===== src/rtl/rfvs_ram.sv =====
// ----------------------------------------------------------------------------
// rfvs_ram
// Generic single-write, single-read synchronous RAM with registered read.
// ----------------------------------------------------------------------------
module rfvs_ram #(
  parameter int Width = 8,
  parameter int Depth = 16,
  localparam int AddrW = (Depth > 1) ? $clog2(Depth) : 1
) (
  input  logic             clk_i,
  input  logic             we_i,
  input  logic [AddrW-1:0] waddr_i,
  input  logic [Width-1:0] wdata_i,
  input  logic             re_i,
  input  logic [AddrW-1:0] raddr_i,
  output logic [Width-1:0] rdata_o
);

  logic [Width-1:0] mem_q [Depth];
  logic [Width-1:0] rdata_q;

  always_ff @(posedge clk_i) begin
    if (we_i) begin
      mem_q[waddr_i] <= wdata_i;
    end
    if (re_i) begin
      rdata_q <= mem_q[raddr_i];
    end
  end

  assign rdata_o = rdata_q;

endmodule


===== config.mk =====
export PLATFORM = sky130hd
export DESIGN_NAME = rfvs_ram
export DESIGN_NICKNAME = d
export VERILOG_FILES = /design/src/rtl/rfvs_ram.sv
export SDC_FILE = /design/constraint.sdc
export NUM_CORES = 1
export LEC_CHECK = 0
export BUFFER_PORTS_ARGS = -buffer_cell sky130_fd_sc_hd__buf_4
export CAP_MARGIN = 10
export CORE_ASPECT_RATIO = 0.6
export CORE_UTILIZATION = 54
export DETAILED_ROUTE_END_ITERATION = 8
export GPL_ROUTABILITY_DRIVEN = 0
export PLACE_DENSITY = 0.74
export SETUP_SLACK_MARGIN = 0.02
export SYNTH_ARGS = -nofsm -noshare
export SYNTH_HDL_FRONTEND = slang
export SYNTH_SLANG_ARGS = --single-unit

===== constraint.sdc =====
create_clock -name clk_i -period 1.7 [get_ports clk_i]
set_input_delay 0.17 -clock clk_i [delete_from_list [all_inputs] [get_ports clk_i]]
set_output_delay 0.17 -clock clk_i [all_outputs]
set_load 0.005 [all_outputs]

==> flow_summary_export.csv <==
group,metric,value,unit
run,max_cap_viols,0,
timing,timing.max_slew.rel_slack,71.37,%
worst_setup_path,end_kind,"flip-flop",
clock_network,cts_setup_buffers,0,
timing,tns,0,ps
timing,min_period,1507,ps
clock_network,clockRootBuffer,"sky130_fd_sc_hd__clkbuf_16",
logic_synthesis,synthCells,229,
timing,pin_slew_with_the_least_headroom_to_its_limit,429.5,ps
timing,finalSetupViolations,0,
finish,finalCoreUtilization,68.74,%
timing,fmaxAchievable,663.7,MHz
detailed_routing,detailroute.via_count,2496,
clock_network,cts_sinks,136,
logic_synthesis,mean_syn_cell_area,22.83,um2
clock_network,cts_tree,"yes",
clock_network,clock_insertion_delay_worst_skew,420,ps
logic_synthesis,yosysWarnings,0,
finish,nets,306,
worst_setup_path,critical-path-top-delay-family,"multiplexers",
floorplan,design.die.area,0.01009,mm2
timing,final_min_period_over_clock_period,88.63,%
grt,pin_count_of_the_biggest_net_entering_global_routing,17,
floorplan,floorplan.initialDensity,56.27,%
worst_setup_path,critical_path_class,"flip-flop to flip-flop",
finish,area.sequential,0.004084,mm2
detailed_routing,routed_wire_length_per_instance,22.87,um
logic_synthesis,synth-seq-area-share,78.12,%
worst_setup_path,cells_along_the_critical_path,"mux4_2 -> a22oi_1 -> nand2_1",
clock_network,htree_levels,4,
floorplan,die_height,78.21,um
finish,commonest_cells_after_routing_fill_and_taps_aside,"sky130_fd_sc_hd__edfxtp_1, sky130_fd_sc_hd__buf_4, sky130_fd_sc_hd__mux4_2, sky130_fd_sc_hd__clkbuf_16, sky130_fd_sc_hd__a22oi_1",
grt,globalRoute.totalOverflow,0,
worst_setup_path,critical_path.n_buffers_inverters,0,
finish,multi_input_area,0.001057,mm2
grt,grt_pass1_vias,2577,
timing,fin_skew,8.854,ps
clock_network,number_of_buffers_inserted_by_hold_repair_at_cts,0,
power,leakagePower,2.186,nW
logic_synthesis,ys_types,18,
timing,hold_ws,53.96,ps
place,placedCellCount,398,
worst_setup_path,slowest_delay,480,ps
grt,first_pass_grt_wire_length,14970,um
grt,global_route.usage.total,22.20,%
worst_setup_path,crit_required,1850,ps
logic_synthesis,synth-edff-count,136,
logic_synthesis,synthesis.nets,248,
floorplan,boundaryPins,27,
detailed_routing,finalWirelength,9835,um
timing,timing.final.hold_violations,0,
finish,layout-drive-gt1-share,33.00,%
place,io_buffer_count,26,
logic_synthesis,synth_flop_cell,"sky130_fd_sc_hd__edfxtp_1",
finish,mostFrequentLayoutCell,"sky130_fd_sc_hd__edfxtp_1",
worst_setup_path,crit_fanout,1,
worst_setup_path,type_of_element_launching_the_critical_path,"flip-flop",
finish,layout-area-overhead-vs-synth,22.16,%
floorplan,std_cell_rows,27,
finish,finish.instance_area,0.006386,mm2
clock_network,ctsResizeCount,0,
logic_synthesis,asyncSetResetFlopFracSynth,0,%
clock_network,path_clk_slew,60,ps
finish,layout.cells.non_filler,430,
floorplan,core_area,0.009290,mm2
place,postPlaceCellArea,0.005734,mm2
finish,antenna-diode-count,0,
power,ir_worst_vdd,0.7875,mV
worst_hold_path,min-delay-path-class,"input pin to flip-flop",
timing,final-max-slew-violation-count,0,
logic_synthesis,synth_seq_cells,136,
clock_network,cts_buffer_depth,2,
detailed_routing,route.detailed.vias_per_inst,5.805,
grt,antenna_found_initial,0,
timing,grt_setup_unrepaired,"no",
detailed_routing,drt-pass1-iter-count,4,
worst_setup_path,worstPathArrival,1660,ps
worst_setup_path,crit_path_top_delay_cell,"sky130_fd_sc_hd__mux4_2",
clock_network,cts_inserted_buffers,17,
detailed_routing,ant_nets,0,
finish,nFillCells,554,
power,power_density,1280,mW/mm2
status,result_of_the_run,"finished clean",
logic_synthesis,mappedNetlistArea,0.005228,mm2
floorplan,die_width,129.0,um
detailed_routing,remaining_drc_errors,0,
detailed_routing,iter_0_drt_violations,309,
place,hpwlAfterDp,6484,um
-- state kept, by name, indices dropped and copies added, names as in the netlist --
register  cells
mem_q       128
rdata_o       8
-- worst reg2reg max path, stage by stage (launching register included) --
cell and delay [ps]:
sky130_fd_sc_hd__edfxtp_1 380, sky130_fd_sc_hd__mux4_2 480, sky130_fd_sc_hd__a22oi_1 270, sky130_fd_sc_hd__nand2_1 110
-- synth_stat cells, types with 2 or more instances --
library cell / number / area share, %
sky130_fd_sc_hd__buf_6: 3 / 0.65
sky130_fd_sc_hd__nand2_1: 9 / 0.65
sky130_fd_sc_hd__edfxtp_1: 136 / 78
sky130_fd_sc_hd__nand3b_1: 2 / 0.29
sky130_fd_sc_hd__nor2_1: 13 / 0.93
sky130_fd_sc_hd__mux4_2: 18 / 7.8
sky130_fd_sc_hd__mux4_1: 14 / 7.0
sky130_fd_sc_hd__nand2b_1: 2 / 0.24
sky130_fd_sc_hd__buf_2: 3 / 0.29
sky130_fd_sc_hd__clkdlybuf4s25_2: 3 / 0.57
sky130_fd_sc_hd__a22oi_1: 16 / 2.3
sky130_fd_sc_hd__nor3_1: 4 / 0.38
-- routing by layer --
metal	vias up	wire length, um	GRT usage, %
met5	-	0	0
met1	1268	4388	33.14
met2	119	4444	30.76
met3	9	931	7.021
met4	0	70	8.471
li1	1100	-	-
-- layout make-up --
type                    instances  share of cell area [%]
multi-input cells              83                   16.56
clock inverters                14                   3.487
flip-flops and latches        136                   63.95
well taps                     130                   2.547
repair buffers                 49                   6.740
clock buffers                  18                   6.720
-- logic make-up after synthesis --
family / share of synthesized area (%)
flip-flops: 78.12
AND/OR/NAND/NOR: 3.136
multiplexers: 14.79
AO/OA/AOI/OAI: 2.298
buffers and inverters: 1.651
-- stage by stage --
stage	worst slack [ps]	power (mW)
4_1_cts	177.2	8.228
3_3_place_gp	18.78	4.239
6_report	193.2	8.174
5_1_grt	146.1	8.396
3_5_place_dp	22.91	4.250
2_1_floorplan	37.13	4.054
-- power breakdown --
group          switching (mW)  leakage [nW]  internal, mW
registers              0.0214          1.24          3.78
clock network            1.38         0.311          2.61
logic                   0.194         0.639         0.183
total                    1.60          2.19          6.58
-- path summary, 6_finish.rpt --
check,start,depth (start not counted),to,slack (ps)
min,wdata_i[0],1,mem_q[4][0],50
max,mem_q[11][7],3,rdata_o[7],190
max reg2reg,mem_q[11][7],3,rdata_o[7],190
min reg2reg,mem_q[12][3],3,rdata_o[3],750
Power figures use the tool's default switching activity.
