<file path="config.mk">
export PLATFORM = sky130hd
export DESIGN_NAME = rfvs_scan
export DESIGN_NICKNAME = d
export VERILOG_FILES = /design/src/rtl/rfvs_pkg.sv /design/src/rtl/rfvs_scan.sv
export SDC_FILE = /design/constraint.sdc
export NUM_CORES = 1
export LEC_CHECK = 0
export BUFFER_PORTS_ARGS = -buffer_cell sky130_fd_sc_hd__buf_2
export CAP_MARGIN = 10
export CORE_UTILIZATION = 35
export CTS_CLUSTER_DIAMETER = 30
export DETAILED_ROUTE_END_ITERATION = 8
export GPL_TIMING_DRIVEN = 0
export SLEW_MARGIN = 20
export SYNTH_ARGS = -nofsm -noshare
export SYNTH_HDL_FRONTEND = slang
export SYNTH_SLANG_ARGS = --single-unit
</file>
<file path="constraint.sdc">
create_clock -name clk_i -period 5.4 [get_ports clk_i]
set_input_delay 0.81 -clock clk_i [delete_from_list [all_inputs] [get_ports clk_i]]
set_output_delay 0.81 -clock clk_i [all_outputs]
set_load 0.01 [all_outputs]
</file>
<file path="src/rtl/rfvs_pkg.sv">
// ----------------------------------------------------------------------------
// rfvs_pkg
// Shared widths, item codes and the scan control bundle for the
// recency/frequency victim selector.
// ----------------------------------------------------------------------------
package rfvs_pkg;

  localparam int TsW      = 32;  // timestamp and access clock width
  localparam int CntW     = 16;  // use count and ceiling width
  localparam int FuncW    = 2;
  localparam int SetW     = 10;
  localparam int WayInW   = 4;
  localparam int VictimW  = 4;
  localparam int EntryW   = TsW + CntW;

  localparam int NumSetsDefault = 1024;
  localparam int NumWaysDefault = 16;

  localparam logic [CntW-1:0] MaxFreqReset = 16'd1000;

  localparam logic [FuncW-1:0] FuncQuery  = 2'd0;
  localparam logic [FuncW-1:0] FuncFill   = 2'd1;
  localparam logic [FuncW-1:0] FuncAccess = 2'd2;

  // Control travelling with each way read during a victim scan.
  typedef struct packed {
    logic clr;   // start of a new scan: forget the running best
    logic vld;   // read data of one way is on the memory output
    logic last;  // that way is the last of the set
  } scan_ctl_t;

endpackage

</file>
<file path="src/rtl/rfvs_scan.sv">
// ----------------------------------------------------------------------------
// rfvs_scan
// Scores one way per cycle and keeps the first way with the highest score.
// ----------------------------------------------------------------------------
module rfvs_scan #(
  parameter int NUM_WAYS = rfvs_pkg::NumWaysDefault,
  localparam int WayW = (NUM_WAYS > 1) ? $clog2(NUM_WAYS) : 1
) (
  input  logic                       clk_i,
  input  logic                       rst_ni,
  input  rfvs_pkg::scan_ctl_t        ctl_i,
  input  logic [WayW-1:0]            way_i,
  input  logic [rfvs_pkg::TsW-1:0]   last_use_i,
  input  logic [rfvs_pkg::CntW-1:0]  count_i,
  input  logic [rfvs_pkg::TsW-1:0]   clock_i,
  input  logic [rfvs_pkg::CntW-1:0]  max_freq_i,
  output logic                       fin_o,
  output logic [WayW-1:0]            victim_o
);

  localparam int TsW = rfvs_pkg::TsW;
  localparam int CntW = rfvs_pkg::CntW;
  localparam int ScW = TsW + 1;

  logic [TsW-1:0]  age;
  logic [CntW-1:0] fterm;
  logic [ScW-1:0]  score_d, score_q;
  logic            sc_vld_q, sc_last_q;
  logic [WayW-1:0] sc_way_q;
  logic [ScW-1:0]  best_q;
  logic [WayW-1:0] best_way_q;
  logic            better;

  // Age wraps modulo 2^32; a count above the ceiling adds nothing.
  assign age     = clock_i - last_use_i;
  assign fterm   = (count_i <= max_freq_i) ? (max_freq_i - count_i) : '0;
  assign score_d = {1'b0, age} + ScW'(fterm);

  always_ff @(posedge clk_i or negedge rst_ni) begin
    if (!rst_ni) begin
      sc_vld_q  <= 1'b0;
      sc_last_q <= 1'b0;
    end else begin
      sc_vld_q  <= ctl_i.vld;
      sc_last_q <= ctl_i.last;
    end
  end

  always_ff @(posedge clk_i) begin
    if (ctl_i.vld) begin
      score_q  <= score_d;
      sc_way_q <= way_i;
    end
  end

  assign better = sc_vld_q && (score_q > best_q);

  always_ff @(posedge clk_i or negedge rst_ni) begin
    if (!rst_ni) begin
      best_q     <= '0;
      best_way_q <= '0;
    end else if (ctl_i.clr) begin
      best_q     <= '0;
      best_way_q <= '0;
    end else if (better) begin
      best_q     <= score_q;
      best_way_q <= sc_way_q;
    end
  end

  assign fin_o    = sc_vld_q && sc_last_q;
  assign victim_o = better ? sc_way_q : best_way_q;

endmodule

</file>
==> run_results.csv, run 1 <==
group,metric,value,unit
global_route,grt_max_degree,40,
cells_and_area,multiInputGateArea,0.00483,mm2
setup_path,worstSetupPathType,"in2reg",
yosys,avgSynthCellArea,8.48,um2
cells_and_area,nFillCells,2120,
setup_path,arrival,5250,ps
timing,holdWs,532,ps
cts,cts.sink_count,76,
cts,cts_hold_buf,0,
setup_path,rrSetupSlack,2000,ps
yosys,synth_top_area_share,16.5,%
global_route,antenna_found_initial,0,
timing,setup_tns,0,ps
timing,setup_viol,0,
cells_and_area,final_util,42.7,%
yosys,synth_seq_cells,76,
timing,max_slew.worst_pin.slew,920,ps
setup_path,start_kind,"primary input",
timing,slew_headroom,38.7,%
yosys,netlist_instances,856,
floorplanning,io_pins,110,
min_path,hold_class,"reg2reg",
yosys,synth-main-ff-cell,"dfrtp_1",
detailed_routing,viasPerCell,5.09,
detailed_routing,routedWlPerCell,13.4,um
floorplanning,core_area,0.0203,mm2
cts,cts_buffer_depth,2,
timing,finalHoldViolCount,0,
yosys,async_flop_share,51.3,%
detailed_routing,vias,6415,
placement,dp.cells,1234,
cells_and_area,area_delta_synth_final,19.4,%
yosys,synth_warnings,0,
detailed_routing,drt_iter0_markers,369,
cts,cts_tree,"yes",
yosys,synth_edf_count,37,
setup_path,worstPathMaxFanout,7,
yosys,synth.distinct_cells,70,
power_and_ir_drop,power_density,286,mW/mm2
floorplanning,die_h,146,um
setup_path,worst_setup_path_end_kind,"flop",
floorplanning,die_area,0.0213,mm2
yosys,syn-cell-area,0.00726,mm2
global_route,grt_use_total,16.3,%
timing,skew,7.26,ps
cells_and_area,antenna_cells,0,
global_route,grt_pass1_vias,6238,
placement,dp.final_hpwl,13200,um
yosys,synth_fp_nets,1060,
timing,fmax,194,MHz
yosys,synthTopCellsByArea,"ha_1, edfxtp_1, dfrtp_1",
power_and_ir_drop,peakVddDrop,0.160,mV
power_and_ir_drop,finalPower,2.48,mW
cells_and_area,nets,1189,
global_route,grt-ovfl-total,0,
timing,post-route-period-util,95.6,%
floorplanning,fp.dieW,146,um
power_and_ir_drop,power_leakage,3.95,nW
detailed_routing,drc_errors,0,
floorplanning,rows,52,
cells_and_area,fin_cells,1260,
cts,cts-root-buf,"clkbuf_16",
cts,cts_buffers,9,
job,drv_cap,0,
global_route,grt_first_pass_wirelength,28900,um
detailed_routing,ant_nets,0,
timing,drv_slew,0,
detailed_routing,firstDrtPassIters,5,
cells_and_area,regArea,0.00209,mm2
cts,worst_skew_pair.late_latency,330,ps
placement,portBuffers,108,
setup_path,critPathRequiredTime,5490,ps
yosys,synth.yosys.seq_area_share,28.8,%
cells_and_area,drive_gt1_share,17.6,%
floorplanning,start_util,35.8,%
placement,gp_congestion,0.808,
cts,h-tree-depth,3,
timing,min_period,5160,ps
yosys,synth_area_leader_cell,"ha_1",
cts,path_clk_slew,60,ps
status,outcome,"completed",
detailed_routing,wl,16900,um
repair_timing:
| item | 4_1_cts | 5_1_grt |
|---|---|---|
| buffers inserted | 5 | 5 |
| pin swaps | 7 | 6 |
| setup endpoints to repair | 19 | 19 |
| gates resized for setup | 10 | 13 |
through the flow:
stage                     instance area (um2)  worst slack, ps
after floorplan                          7280             49.9
after global placement                   8150             -862
after detailed placement                 8150             -930
after CTS                                8560             6.37
after global routing                     8660            -3.65
final                                    8660              238
routing by layer:
layer | part of all wire [%] | vias up | GRT usage, %
li1 | - | 3368 | -
met1 | 49 | 2925 | 22.3
met2 | 47 | 112 | 27.6
met3 | 3.2 | 10 | 1.47
met4 | 0.70 | 0 | 3.59
met5 | 0 | - | 0
cell usage in the layout, fill, tap and decap left out, types with 4 or more instances in the layout:
cell type,count
inv_1,96
ha_1,96
buf_2,111
xnor2_1,36
clkbuf_1,17
and3_1,6
nor3_1,18
o211ai_1,6
edfxtp_1,37
clkbuf_16,9
o21ai_0,68
o21a_1,8
a21oi_1,85
a21oi_2,4
o21bai_1,4
nor2_1,56
nor2b_1,11
a21o_1,29
xor2_1,22
and2_1,8
nand2_1,35
buf_4,11
nand3_1,49
o211a_1,5
o31a_1,5
dfrtp_1,39
nand4_1,15
nand2b_1,7
and4_1,8
a211oi_1,12
cells in the mapped netlist, drive strengths merged, types with 2 or more instances:
cell type   n
and2        9
a211oi     15
nand2b      7
xnor2      36
nand3      49
fa          3
nor2b      12
xor2       23
nand4      15
nor3       19
inv        96
o41ai       3
nor4b       3
nor2       56
and3        6
a21oi      89
and4        8
ha         96
dfrtp      39
edfxtp     37
or3         3
nand3b      2
a31oi       2
o31a        5
a311oi      2
clkbuf     17
a2111oi     3
a2bb2oi     2
buf         6
o21bai      5
a31o        2
o2111ai     3
nor4        3
a21o       29
o21a        8
nor3b       2
o211a       5
a221oi      2
nand2      36
or2         3
o21ai      74
o211ai      6
cells by family after synthesis:
| kind of cell | Yosys count | synth area share, % |
|---|---|---|
| compound gates | 268 | 23.6 |
| simple gates | 235 | 16.8 |
| buf+inv | 119 | 6.27 |
| fa+ha+maj | 99 | 17.4 |
| flops | 76 | 28.8 |
| xor+xnor | 59 | 7.22 |
layout make-up:
type,instances,area share (%)
Multi-Input combinational cell,661,55.8
Sequential cell,76,24.1
Timing Repair Buffer,118,7.11
Inverter,96,4.16
Tap cell,270,3.90
Clock buffer,10,2.76
Buffer,23,1.17
Clock inverter,6,1.01
flip-flops by register name, summed over array words and instances, names as in the netlist:
signal	count
sc_last_q	1
best_q	33
score_q	33
best_way_q	4
sc_way_q	4
sc_vld_q	1
critical path, stage by stage:
cell and delay (ps):
buf_2 70, inv_1 30, ha_1 320, nor2b_2 180, o21ai_2 150, a21boi_2 90
o21ai_2 160, a22oi_2 110, a2111oi_4 320, o21ai_1 130, a21oi_2 280, buf_6 150
nor2_1 30, ha_1 200, fa_1 400, a21o_1 200, a21oi_2 190, o21bai_2 110
a31oi_4 230, nor4b_2 90, nor3_2 320, nor4_4 80, buf_4 190, and4_1 170
and4_1 200
power breakdown:
| part | switching, mW | internal (mW) | leakage, nW |
|---|---|---|---|
| logic | 0.565 | 0.455 | 2.91 |
| clock network | 0.233 | 0.416 | 0.151 |
| registers | 0.0618 | 0.746 | 0.886 |
worst paths after layout:
| path | start | cells past startpoint | to |
|---|---|---|---|
| hold / removal | best_q[19] | 2 | best_q[19] |
| max in group asynchronous | rst_ni | 1 | best_q[16] |
| setup / recovery | count_i[2] | 25 | score_q[32] |
| setup reg to reg | score_q[10] | 11 | best_q[14] |
| min in group asynchronous | rst_ni | 1 | best_way_q[3] |
| hold reg to reg | best_q[19] | 2 | best_q[19] |
Power figures use the tool's default switching activity.
==> run 2: changes to the inputs <==
Settings changed: CORE_UTILIZATION 35 to 45, PLACE_DENSITY from default to 0.65.
==> run_results.csv, run 2 (same netlist as run 1, synthesis figures left out) <==
group,metric,value,unit
status,outcome,"completed",
power_and_ir_drop,finalPower,2.41,mW
setup_path,critPathRequiredTime,5490,ps
global_route,grt_use_total,20.1,%
detailed_routing,ant_nets,0,
setup_path,arrival,5160,ps
timing,holdWs,532,ps
cts,cts_buffers,9,
floorplanning,rows,46,
setup_path,reg2reg_depth,11,
placement,pre_cts_ws,-911,ps
setup_path,critPathSlowestCell,"fa_1",
floorplanning,core_area,0.0158,mm2
floorplanning,fp.dieW,129,um
timing,finalHoldViolCount,0,
detailed_routing,viasPerCell,5.25,
global_route,grt_pass1_vias,5835,
cts,cts-root-buf,"clkbuf_16",
cells_and_area,final_common_cell,"buf_2",
setup_path,rr_startpoint,"score_q[10]",
timing,post-route-period-util,93.9,%
timing,slew_headroom,38.1,%
cts,path_clk_slew,60,ps
cells_and_area,multiInputGateArea,0.00484,mm2
cells_and_area,area_delta_synth_final,17.9,%
global_route,antenna_found_initial,0,
power_and_ir_drop,pwr-share-seq,33.6,%
global_route,grt_first_pass_wirelength,26900,um
floorplanning,io_pins,110,
power_and_ir_drop,power_density,281,mW/mm2
min_path,min_from,"best_q[30]",
floorplanning,die_h,129,um
cells_and_area,regArea,0.00209,mm2
detailed_routing,drc_errors,0,
detailed_routing,firstDrtPassIters,4,
global_route,grt-ovfl-total,0,
power_and_ir_drop,power_leakage,3.94,nW
setup_path,path_delay_family,"compound AO/OA/AOI/OAI gates",
cells_and_area,reg_top3,"best_q: 33 flops, score_q: 33 flops",
power_and_ir_drop,p_int,1.57,mW
cells_and_area,antenna_cells,0,
job,drv_cap,0,
setup_path,rrSetupSlack,2050,ps
cts,cts_buffer_depth,2,
detailed_routing,vias,6322,
min_path,hold_depth,2,
timing,min_period,5070,ps
cells_and_area,layout_common_cells,"buf_2, inv_1, ha_1",
power_and_ir_drop,power.share.clock,24.5,%
detailed_routing,wl,16000,um
floorplanning,die_area,0.0166,mm2
setup_path,worstSetupPathType,"in2reg",
cells_and_area,nFillCells,1530,
power_and_ir_drop,p_sw_share,34.9,%
setup_path,rr_endpoint,"best_q[18]",
floorplanning,start_util,45.9,%
timing,skew,7.74,ps
setup_path,worst_setup_path_end_kind,"flop",
power_and_ir_drop,power_frac_comb,41.9,%
placement,gp_congestion,0.850,
min_path,hold_class,"reg2reg",
cts,cts_hold_buf,0,
timing,fmax,197,MHz
detailed_routing,routedWlPerCell,13.3,um
power_and_ir_drop,switching_power,0.840,mW
timing,setup_tns,0,ps
timing,max_slew.worst_pin.slew,929,ps
cts,cts_tree,"yes",
cells_and_area,nets,1188,
setup_path,start_kind,"primary input",
detailed_routing,drt_iter0_markers,290,
placement,placed_cell_area,0.00809,mm2
cells_and_area,fin_area,0.00856,mm2
global_route,grt_max_degree,40,
placement,dp.final_hpwl,12500,um
cts,worst_skew_pair.late_latency,330,ps
timing,drv_slew,0,
min_path,hold_path_end,"best_q[30]",
setup_path,worstPathMaxFanout,7,
setup_path,max_stage_delay,400,ps
cts,h-tree-depth,3,
power_and_ir_drop,peakVddDrop,0.176,mV
timing,worst_slack,332,ps
cts,cts.sink_count,76,
placement,portBuffers,108,
cells_and_area,drive_gt1_share,17.4,%
timing,setup_viol,0,
setup_path,worst-path-buf-inv,4,
run 2: timing repair:
action,4_1_cts,5_1_grt
endpoints found under the setup margin,19,19
gates resized for setup,9,14
pin swaps,6,7
setup buffers,3,6
run 2: worst register-to-register path, stage by stage (launching register included):
cell,delay (ps)
edfxtp_1,420
ha_1,330
a21o_1,160
a21o_1,160
a21oi_1,140
nor2_1,50
o41ai_1,280
o2111ai_1,220
o211ai_1,760
clkbuf_1,430
nand3_1,130
a21oi_1,180
run 2: layer usage:
metal / wire, um / share of wire (%) / global-route usage [%] / vias to the layer above
li1: - / - / - / 3371
met1: 8430 / 53 / 28.8 / 2840
met2: 7030 / 44 / 32.3 / 98
met3: 407 / 2.5 / 2.16 / 13
met4: 144 / 0.90 / 4.84 / 0
met5: 0 / 0 / 0 / -
run 2: per-stage QoR:
stage               std cells  util (%)
floorplan                 856         -
global placement         1180      51.1
detailed placement       1180      51.1
CTS                      1199      53.3
global route             1205      54.1
finish                   1205      54.1
run 2: how the worst max path moves through the flow:
stage | cells past startpoint | end | startpoint
global route | 26 | score_q[32] | max_freq_i[0]
detailed placement | 24 | score_q[32] | count_i[2]
CTS | 24 | score_q[32] | count_i[2]
floorplan | 23 | score_q[32] | count_i[2]
finish | 25 | score_q[32] | count_i[2]
global placement | 24 | score_q[32] | count_i[2]
run 2: area by class of cell:
class,count,share of cell area (%)
multi-input combinational,661,56.5
timing repair buffer,117,7.10
inverter,96,4.21
tap,216,3.16
buffer,23,1.18
clock buffer,11,2.84
sequential,76,24.4
clock inverter,5,0.614
run 2: power by group through the flow:
stage               combinational, mW  clock, mW  sequential, mW
floorplan                       0.744          0           0.790
global placement                0.950          0           0.818
detailed placement              0.962          0           0.818
CTS                             0.988      0.601           0.808
global route                     1.16      0.625           0.820
finish                           1.01      0.590           0.808
==> run 3: changes to the inputs <==
Settings changed: ABC_AREA from default to 1, PLACE_DENSITY 0.65 to default.
==> run_results.csv, run 3 <==
group,metric,value,unit
yosys,synth_warnings,0,
cts,cts_hold_buf,0,
setup_path,critPathSlowestCell,"fa_1",
cts,h-tree-depth,3,
cells_and_area,fin_cells,1528,
yosys,netlist_instances,1178,
setup_path,path_cells,"buf_2, ha_1, fa_1, o21ai_2, a21boi_1, o21ai_2, nand2_1, and3_1, buf_2, inv_2, nand2_1, inv_1, ha_1, fa_1, nand3_1, nand2_1, a21boi_0, o21ai_2, nand4_1, nand2_1, nand2_1, nor2_4, nand2_1, xor2_1",
yosys,synthTopCellsByArea,"nand2_1, ha_1, edfxtp_1",
detailed_routing,wl,17300,um
setup_path,worstSetupPathType,"in2reg",
timing,fmax,226,MHz
global_route,grt_max_degree,40,
detailed_routing,viasPerCell,4.64,
cells_and_area,reg_top3,"best_q: 33 flops, score_q: 33 flops",
power_and_ir_drop,peakVddDrop,0.187,mV
placement,dp.final_hpwl,14800,um
timing,skew,4.23,ps
floorplanning,die_area,0.0183,mm2
cts,cts-root-buf,"clkbuf_16",
status,outcome,"completed",
cts,cts.sink_count,76,
global_route,use_met2,33.6,%
power_and_ir_drop,power_density,272,mW/mm2
cells_and_area,area_delta_synth_final,14.3,%
detailed_routing,ant_nets,0,
setup_path,worst_setup_path_end_kind,"flop",
yosys,syn-cell-area,0.00799,mm2
timing,min_period,4420,ps
floorplanning,rows,48,
timing,finalHoldViolCount,0,
power_and_ir_drop,power_leakage,5.09,nW
detailed_routing,routedWlPerCell,11.3,um
setup_path,path_delay_family,"simple AND/OR/NAND/NOR gates",
min_path,hold_depth,2,
yosys,synth_fp_nets,1382,
setup_path,critPathRequiredTime,5490,ps
global_route,grt_use_total,20.3,%
setup_path,start_kind,"primary input",
setup_path,arrival,4510,ps
yosys,ys_top_cells_by_count,"nand2_1, inv_1, ha_1, a21oi_1, nor2_1",
cts,cts_buffers,9,
yosys,synth_edf_count,37,
floorplanning,core_area,0.0173,mm2
global_route,grt_first_pass_wirelength,29500,um
global_route,antenna_found_initial,0,
timing,grt_setup_unrepaired,"false",
cells_and_area,nets,1502,
yosys,yosysMostFrequentCell,"nand2_1",
yosys,synth_area_leader_cell,"nand2_1",
global_route,grt-busiest-layer,"met2",
cells_and_area,nFillCells,1769,
floorplanning,die_h,135,um
timing,drv_slew,0,
cts,cts_buffer_depth,2,
global_route,met1_usage,27.5,%
yosys,synth_seq_cells,76,
job,drv_cap,0,
timing,max_slew.worst_pin.slew,893,ps
detailed_routing,drt_iter0_markers,309,
cts,worst_skew_pair.late_latency,340,ps
cts,path_clk_slew,50,ps
timing,post-route-period-util,81.8,%
cells_and_area,antenna_cells,0,
placement,portBuffers,109,
global_route,grt-ovfl-total,0,
global_route,grt_pass1_vias,6492,
detailed_routing,vias,7087,
yosys,synth_top_area_share,16.7,%
cells_and_area,layout_common_cells,"nand2_1, inv_1, buf_2",
setup_path,worstPathMaxFanout,9,
placement,gp_congestion,0.884,
placement,dp.cells,1512,
setup_path,path_common_cell,"nand2_1",
timing,setup_tns,0,ps
detailed_routing,firstDrtPassIters,5,
floorplanning,fp.dieW,135,um
cts,post_cts_buffers,0,
floorplanning,io_pins,110,
setup_path,worst-path-buf-inv,4,
yosys,avgSynthCellArea,6.79,um2
cts,cts_resized,0,
min_path,hold_class,"reg2reg",
setup_path,path_depth,24,
yosys,async_flop_share,51.3,%
floorplanning,start_util,46.2,%
global_route,grt_util_met3,2.36,%
timing,setup_viol,0,
setup_path,reg2reg_depth,12,
cells_and_area,drive_gt1_share,16.2,%
yosys,synth.distinct_cells,43,
yosys,synth-main-ff-cell,"dfrtp_1",
yosys,synth.yosys.seq_area_share,26.1,%
timing,slew_headroom,40.5,%
cts,cts_tree,"yes",
setup_path,max_stage_delay,420,ps
cells_and_area,final_common_cell,"nand2_1",
detailed_routing,drc_errors,0,
run 3: final cells by class:
cell class / count / area, um2 / area share [%]
buffer: 8 / 50.0 / 0.548
timing repair buffer: 109 / 546 / 5.97
sequential: 76 / 2090 / 22.8
tap: 225 / 282 / 3.08
inverter: 251 / 942 / 10.3
clock inverter: 6 / 87.6 / 0.959
clock buffer: 10 / 229 / 2.51
multi-input combinational: 843 / 4910 / 53.8
run 3: power by group:
part	switching [mW]	internal [mW]	total (mW)
combinational	0.642	0.411	1.05
clock	0.222	0.405	0.627
sequential	0.0540	0.753	0.807
total	0.919	1.57	2.49
run 3: worst register-to-register path: cells and delay by family, from the launching register on:
kind                       cells  cell delay [ps]
AOI/OAI and AO/OA              2              270
buffers and inverters          2              410
and+or+nand+nor                7              860
adders and majority gates      1              320
DFF                            1              420
run 3: per-layer routing:
metal | vias to the layer above | share of wire, %
li1 | 3928 | -
met1 | 3016 | 51
met2 | 121 | 45
met3 | 22 | 2.7
met4 | 0 | 1.6
met5 | - | 0
run 3: path summary, 6_finish.rpt:
| check | start | to | slack [ps] |
|---|---|---|---|
| setup / recovery | count_i[0] | score_q[26] | 980 |
| hold / removal | score_q[13] | best_q[13] | 490 |
| setup reg to reg | score_q[32] | best_q[20] | 2990 |
| hold reg to reg | score_q[13] | best_q[13] | 490 |
| max in group asynchronous | rst_ni | best_q[27] | 4250 |
| min in group asynchronous | rst_ni | best_q[4] | 600 |
run 3: metrics by stage:
stage	hold WS [ps]	power [mW]	area [um2]	worst slack [ps]	util (%)
finish	488	2.49	9140	980	52.8
detailed placement	483	1.88	8820	630	51.0
global route	508	2.72	9140	581	52.8
CTS	495	2.52	9140	979	52.8
floorplan	444	1.60	7990	1260	-
global placement	477	1.86	8820	647	51.0
run 3: cell families (layout without fill, tap and decap cells):
family                   count (synthesis)  in the layout  synth area share, %
AND/OR/NAND/NOR                        547            547                 30.3
buffers and inverters                  259            384                 12.4
AO/OA/AOI/OAI                          147            147                 9.89
adder cells (fa/ha/maj)                 99             99                 15.8
flip-flops                              76             76                 26.1
XOR/XNOR                                50             50                 5.48
